## src/hdl/tfn_pkg.sv

```systemverilog
`timescale 1ns / 1ps
// ----------------------------------------------------------------------------
// Triangle face normal package
// Widths, payload types and sideband types shared by the normal pipeline.
// ----------------------------------------------------------------------------
package tfn_pkg;

  localparam int COORD_BITS       = 16;
  localparam int NORMAL_FRAC_BITS = 14;
  localparam int NORMAL_BITS      = NORMAL_FRAC_BITS + 2;
  localparam int NORM_ONE         = 1 << NORMAL_FRAC_BITS;

  localparam int EDGE_BITS   = COORD_BITS + 1;
  localparam int PROD_BITS   = 2 * EDGE_BITS;
  localparam int CROSS_BITS  = PROD_BITS + 1;
  localparam int MAG_BITS    = CROSS_BITS - 1;
  localparam int POS_BITS    = $clog2(MAG_BITS + 1);
  localparam int TARGET_BITS = 30;
  localparam int SQ_BITS     = 2 * TARGET_BITS;
  localparam int SUM_BITS    = SQ_BITS + 2;
  localparam int LEN_BITS    = SUM_BITS / 2;
  localparam int QUO_BITS    = NORMAL_FRAC_BITS + 1;
  localparam int REM_BITS    = LEN_BITS + 1;
  localparam int NUM_BITS    = TARGET_BITS + NORMAL_FRAC_BITS + 1;

  typedef struct packed {
    logic signed [COORD_BITS-1:0] a_x;
    logic signed [COORD_BITS-1:0] a_y;
    logic signed [COORD_BITS-1:0] a_z;
    logic signed [COORD_BITS-1:0] b_x;
    logic signed [COORD_BITS-1:0] b_y;
    logic signed [COORD_BITS-1:0] b_z;
    logic signed [COORD_BITS-1:0] c_x;
    logic signed [COORD_BITS-1:0] c_y;
    logic signed [COORD_BITS-1:0] c_z;
  } tfn_in_t;

  typedef struct packed {
    logic signed [NORMAL_BITS-1:0] normal_x;
    logic signed [NORMAL_BITS-1:0] normal_y;
    logic signed [NORMAL_BITS-1:0] normal_z;
    logic                          degenerate;
  } tfn_out_t;

  // Sign and degenerate flags of one triangle
  typedef struct packed {
    logic [2:0] neg;
    logic       degenerate;
  } tfn_sign_t;

  // Scaled magnitudes plus flags, carried alongside the square root
  typedef struct packed {
    logic [2:0][TARGET_BITS-1:0] r;
    tfn_sign_t                   sign;
  } tfn_sq_side_t;

  localparam int SIGN_SIDE_BITS = $bits(tfn_sign_t);
  localparam int SQ_SIDE_BITS   = $bits(tfn_sq_side_t);

endpackage

```

## src/hdl/tfn_sqrt.sv

```systemverilog
`timescale 1ns / 1ps
// ----------------------------------------------------------------------------
// Triangle face normal: square root
// Floor square root, one root bit per pipeline stage, with sideband.
// ----------------------------------------------------------------------------
module tfn_sqrt #(
  parameter int SIDE_BITS = tfn_pkg::SQ_SIDE_BITS
) (
  input  logic                          clk_i,
  input  logic                          rst_ni,
  input  logic                          en_i,
  input  logic                          valid_i,
  input  logic [tfn_pkg::SUM_BITS-1:0]  sum_i,
  input  logic [SIDE_BITS-1:0]          side_i,
  output logic                          valid_o,
  output logic [tfn_pkg::LEN_BITS-1:0]  root_o,
  output logic [SIDE_BITS-1:0]          side_o
);
  import tfn_pkg::*;

  logic [SUM_BITS-1:0]  rem_s  [LEN_BITS+1];
  logic [LEN_BITS-1:0]  root_s [LEN_BITS+1];
  logic [SIDE_BITS-1:0] side_s [LEN_BITS+1];
  logic [LEN_BITS:0]    valid_s;

  assign rem_s[0]   = sum_i;
  assign root_s[0]  = '0;
  assign side_s[0]  = side_i;
  assign valid_s[0] = valid_i;

  for (genvar k = 0; k < LEN_BITS; k++) begin : g_stage
    localparam int B = LEN_BITS - 1 - k;
    logic [SUM_BITS-1:0]  trial;
    logic [SUM_BITS-1:0]  rem_d, rem_q;
    logic [LEN_BITS-1:0]  root_d, root_q;
    logic [SIDE_BITS-1:0] side_q;
    logic                 valid_q;

    // Try setting root bit B: needs rem >= root*2^(B+1) + 2^(2B)
    always_comb begin
      trial  = (SUM_BITS'(root_s[k]) << (B + 1)) | (SUM_BITS'(1) << (2 * B));
      rem_d  = rem_s[k];
      root_d = root_s[k];
      if (rem_s[k] >= trial) begin
        rem_d  = rem_s[k] - trial;
        root_d = root_s[k] | (LEN_BITS'(1) << B);
      end
    end

    always_ff @(posedge clk_i or negedge rst_ni) begin
      if (!rst_ni) begin
        valid_q <= 1'b0;
      end else if (en_i) begin
        valid_q <= valid_s[k];
      end
    end

    always_ff @(posedge clk_i) begin
      if (en_i) begin
        rem_q  <= rem_d;
        root_q <= root_d;
        side_q <= side_s[k];
      end
    end

    assign rem_s[k+1]   = rem_q;
    assign root_s[k+1]  = root_q;
    assign side_s[k+1]  = side_q;
    assign valid_s[k+1] = valid_q;
  end

  assign valid_o = valid_s[LEN_BITS];
  assign root_o  = root_s[LEN_BITS];
  assign side_o  = side_s[LEN_BITS];

endmodule

```

## config.mk

```make
export PLATFORM = sky130hd
export DESIGN_NAME = tfn_sqrt
export DESIGN_NICKNAME = d
export VERILOG_FILES = /design/src/hdl/tfn_pkg.sv /design/src/hdl/tfn_sqrt.sv
export SDC_FILE = /design/constraint.sdc
export NUM_CORES = 2
export LEC_CHECK = 0
export BUFFER_PORTS_ARGS = -buffer_cell sky130_fd_sc_hd__buf_2
export CAP_MARGIN = 25
export CORE_MARGIN = 1
export CORE_UTILIZATION = 45
export CTS_CLUSTER_DIAMETER = 80
export DETAILED_ROUTE_END_ITERATION = 6
export MAX_ROUTING_LAYER = met4
export PLACE_DENSITY = 0.62
export RECOVER_POWER = 25
export SYNTH_ARGS = -nofsm -noshare
export SYNTH_HDL_FRONTEND = slang
export SYNTH_SLANG_ARGS = --single-unit
```

## constraint.sdc

```tcl
create_clock -name clk_i -period 3.3 [get_ports clk_i]
set_input_delay 0.495 -clock clk_i [delete_from_list [all_inputs] [get_ports clk_i]]
set_output_delay 0.495 -clock clk_i [all_outputs]
set_load 0.05 [all_outputs]
```

Word level (Yosys, flattened, before mapping)
Cells that the tools add are included.

word-level totals
  word-level logic and storage cells = 245
  output and inout bits = 126
  register bits after elaboration = 5766
  input port bits = 160

cells by class
  add/subtract/negate cells = 30
  order comparisons = 31
  multiplexer cells = 31

operators by type and width
  kind                            count
  two-way mux 62 bit              30
  >= comparator 62 x 32 -> 1 bit  1
  >= comparator 62 x 33 -> 1 bit  1
  >= comparator 62 x 34 -> 1 bit  1
  >= comparator 62 x 35 -> 1 bit  1
  >= comparator 62 x 36 -> 1 bit  1
  >= comparator 62 x 37 -> 1 bit  1
  >= comparator 62 x 38 -> 1 bit  1
  >= comparator 62 x 39 -> 1 bit  1
  >= comparator 62 x 40 -> 1 bit  1
  >= comparator 62 x 41 -> 1 bit  1
  >= comparator 62 x 42 -> 1 bit  1
  >= comparator 62 x 43 -> 1 bit  1
  >= comparator 62 x 44 -> 1 bit  1
  >= comparator 62 x 45 -> 1 bit  1
  >= comparator 62 x 46 -> 1 bit  1
  >= comparator 62 x 47 -> 1 bit  1
  >= comparator 62 x 48 -> 1 bit  1
  >= comparator 62 x 49 -> 1 bit  1
  >= comparator 62 x 50 -> 1 bit  1
  >= comparator 62 x 51 -> 1 bit  1
  >= comparator 62 x 52 -> 1 bit  1
  >= comparator 62 x 53 -> 1 bit  1
  >= comparator 62 x 54 -> 1 bit  1
  39 further kinds                39

Depth between registers and ports, before layout
  word-level depth = 2
  gate-level depth with buffers = 15

Worst setup path before layout
No wires, ideal clock.

  path kind = reg-to-reg
  start = reg g_stage[27].rem_q[15]
  end = reg g_stage[28].rem_q[15] (data pin)
  stages on the path, launching flop included = 14
  path buffers = 3
  data arrival time = 3.074 ns
  slack = -0.044 ns
  cell sequence = edfxtp_1 ha_1 clkbuf_1 a21o_1 a21o_1 a221o_1 a31o_2 a221o_1 a31o_2 a31o_2 clkbuf_1 clkbuf_1 nor2_1 a21oi_1

between the ends
  word-level cells in the longest chain between the ends = 2
  elaborated cells between the ends (all ways) = 3
  those cells by class = 1 x add/sub; 1 x order compare; 1 x mux

ends and longest elaborated chain
  what                                                                            RTL line                        RTL
  from (decl)                                                                     tfn_sqrt.sv:34                  logic [SUM_BITS-1:0] rem_d, rem_q;
  from (signal assigned)                                                          tfn_sqrt.sv:60                  rem_q <= rem_d;
  subtractor 62 x 34 -> 62 bit or >= comparator 62 x 34 -> 1 bit (tied branches)  tfn_sqrt.sv:45, tfn_sqrt.sv:44
  two-way mux 62 bit (*)                                                          tfn_sqrt.sv:44                  if (rem_s[k] >= trial) begin
  net g_stage[28].rem_d[15]                                                       tfn_sqrt.sv:34
  to (signal assigned)                                                            tfn_sqrt.sv:60
  to (decl)                                                                       tfn_sqrt.sv:34

Mark *: on every way through the listed nets, which the timed path passes. The rest lies on a longest branch.
A chain may end at the register's enable or synchronous reset.

Final worst setup path
  start = reg g_stage[18].rem_q[26]
  end = reg g_stage[19].rem_q[57] (data pin)

between the ends
  word-level cells in the longest chain between the ends = 2
  elaborated cells between the ends (all ways) = 3
  those cells by class = 1 x add/sub; 1 x order compare; 1 x mux

ends and longest elaborated chain
  what                                                                            RTL line
  from (decl)                                                                     tfn_sqrt.sv:34
  from (signal assigned)                                                          tfn_sqrt.sv:60
  subtractor 62 x 43 -> 62 bit or >= comparator 62 x 43 -> 1 bit (tied branches)  tfn_sqrt.sv:45, tfn_sqrt.sv:44
  two-way mux 62 bit (*)                                                          tfn_sqrt.sv:44
  net g_stage[19].rem_d[57]                                                       tfn_sqrt.sv:34
  to (signal assigned)                                                            tfn_sqrt.sv:60
  to (decl)                                                                       tfn_sqrt.sv:34

Marks and branches as above.

==> reports/metrics.csv <==
metric,value,unit
io_pins,286,
drt_iter0_drc,6357,
cts_buffers,562,
cp_slowest_stage_delay,490,ps
synth_edf_count,5270,
finalInstanceArea,247000,um^2
max-vdd-ir-drop,0.599,mV
grt_antenna_before_repair,17,
dp_hpwl,274000,um
ys_types,96,
synthAdderAreaFrac,3.26,%
synthMuxAreaShare,0.686,%
slew_viol_final,32,
fp.dieH,671,um
grtUsageTotal,17.6,%
die_x,671,um
whs,194,ps
hold_viol,0,
cts_tree,done,
synth_flop_cell,edfxtp_1,
dp_slack,-615,ps
synth_top_area_cell,edfxtp_1,
powerDensity,697,nW/um^2
critPathArrivalTime,4190,ps
routedWlPerCell,19.1,um
area_growth,22.4,%
numClockSinks,5301,
yosys-top-cells-area,"edfxtp_1 79%, ha_1 3.3%, xnor2_1 2.1%",
gp_congestion,0.945,
grt_pass1_vias,110000,
fillCellCount,34400,
power,172,mW
place_inst,19400,
setup_viol,48,
syn_area,202000,um^2
synth_compound_area_share,5.25,%
startpoint_type,register,
status,"finished, violations left",
grt_max_degree,111,
syn_area_per_cell,16.9,um^2
reg2reg_slack,-190,ps
synth_top_family_by_area,simple AND/OR/NAND/NOR gates,
clk_pin_slew,60,ps
cp_cell_sequence,"ha_4, nand4_1, or4_4, nor4_4, buf_4, nor3_4, o221ai_2, a211o_1, nand2b_1, buf_6, or3_4, nand3b_1, xnor2_1",
yosysTopAreaCellShare,78.5,%
synth_seq_cells,5301,
rsz0062_at_grt,true,
synth.net_count,12600,
grt_overflow,0,
clock_latency,1010,ps
drv_cap,1,
min_period,3490,ps
max_freq,287,MHz
relSlewSlack,-9.08,%
skew,59.8,ps
coreArea,446000,um^2
setup_tns,-3380,ps
crit_required,4010,ps
initial_utilization,45.2,%
whs_path_depth,2,
ant_nets,0,
place_area,222000,um^2
vias,106000,
async_flop_share,0.585,%
violations,"capacitance limit, slew limit, setup timing",
synthCells,12000,
drt_pass1_iterations,7,
nets,15100,
finalWorstSetupSlack,-188,ps
fin_util,55.3,%
ctsHtreeMaxLevel,6,
layoutNonFillerInstCount,20800,
synth-simple-area-share,6.75,%
ys.warnings.count,0,
wl,396000,um
die_area,451000,um^2
crit_fanout,3,
clockBufferDepth,4,
portBuffers,285,
seq_area_frac_synth,78.9,%
synth-xor-area-share,3.61,%
cts_root_buf,clkbuf_16,
leakage,90.8,nW
drive_gt1_share,22.4,%
drc,0,
slowest_stage,or4_4,
critPathKind,reg2reg,
avgViaCountPerCell,5.12,
reg2reg_depth,13,
crit_path_end_kind,register,
period_share,106,%
placementRows,245,
grt_first_pass_wirelength,609000,um
worst_hold_path_type,in2reg,
worst_pin_slew,1640,ps
[power breakdown]
part           internal (mW)  switching, mW  total, mW
registers               81.7           3.48       85.2
clock network           34.8           25.0       59.8
logic                   12.2           14.6       26.8
[final timing paths]
kind                                       startpoint                    end
min in group asynchronous                      rst_ni    g_stage[28].valid_q
worst min register to register  g_stage[19].side_q[0]  g_stage[20].side_q[0]
worst min-delay path                       side_i[13]  g_stage[0].side_q[13]
worst max-delay path            g_stage[18].rem_q[26]  g_stage[19].rem_q[57]
worst max register to register  g_stage[18].rem_q[26]  g_stage[19].rem_q[57]
max in group asynchronous                      rst_ni    g_stage[11].valid_q
[worst max-delay path: cells and delay by family, from the launching register on]
family                     cells  cell delay [ps]
DFF                            1              430
xor gates and xnor gates       1              170
AOI/OAI and AO/OA              2              380
adders and majority gates      1              300
and+or+nand+nor                7             1560
buffers and inverters          2              330
[routing by layer]
layer / wire length, um / global-route usage, % / part of all wire, %
met5: 0 / - / 0
met4: 17400 / 6.94 / 4.4
met3: 15800 / 2.39 / 4.0
met2: 205000 / 31.1 / 52
met1: 158000 / 20.2 / 40
[flip-flops by register name, indices dropped and copies added, names as in the netlist]
register,cells
g_stage.side_q,2820
g_stage.rem_q,1860
g_stage.root_q,465
side_o,94
root_o,31
g_stage.valid_q,30
valid_o,1
[what timing repair did]
action	4_1_cts	5_1_grt
cloned	6	10
gates resized for setup	375	506
hold buffers	162	0
pin swaps	119	222
buffers inserted	60	111
endpoints found under the hold margin	193	0
setup endpoints to repair	584	553
[placed cells by master, fill, tap and decap left out, drive strengths merged, types with 50 or more instances in the layout]
master and n:
a21o 255, a21oi 544, and3 50, buf 1808, clkbuf 775, clkinv 234, dlygate4sd3 161, edfxtp 5270
ha 525, inv 671, mux2 113, nand2 581, nand2b 109, nand3 166, nand4 149, nor2 600
nor2b 72, nor3 243, nor4 311, nor4b 54, o21a 109, o21ai 417, or3 87, or4 52
xnor2 474, xor2 356
[logic make-up after synthesis]
family          Yosys count
buf+inv                 827
compound gates         1697
fa+ha+maj               525
simple gates           2648
xor+xnor                830
flops                  5301
mux                     124
[area by class of cell]
| cell class | instances | area, um^2 | share of cell area (%) |
|---|---|---|---|
| clock buffers | 691 | 14900 | 6.06 |
| flip-flops and latches | 5301 | 159000 | 64.5 |
| diodes | 3 | 7.51 | 0.00304 |
| clock inverters | 311 | 2730 | 1.11 |
| inverters | 648 | 2440 | 0.989 |
| well taps | 5928 | 7420 | 3.01 |
| multi-input cells | 5824 | 43500 | 17.6 |
| repair buffers | 2055 | 16600 | 6.74 |
[synthesized netlist by cell type (15+ instances only)]
cell type / count
a211o_1: 15
a211oi_1: 33
a21boi_0: 26
a21o_1: 255
a21oi_1: 544
a31oi_1: 47
and2_1: 29
and3_1: 50
and4_1: 15
clkbuf_1: 154
dfrtp_1: 31
edfxtp_1: 5270
ha_1: 525
inv_1: 645
mux2_2: 113
nand2_1: 579
nand2b_1: 109
nand3_1: 166
nand3b_1: 35
nand4_1: 149
nand4b_1: 21
nor2_1: 600
nor2b_1: 72
nor3_1: 241
nor4_1: 309
nor4b_1: 53
o211ai_1: 20
o21a_1: 109
o21ai_0: 412
o21bai_1: 42
o31ai_1: 44
or2_2: 34
or3_1: 86
or4_1: 48
xnor2_1: 474
xor2_1: 356
No activity file was read; power rests on OpenSTA's default activity.
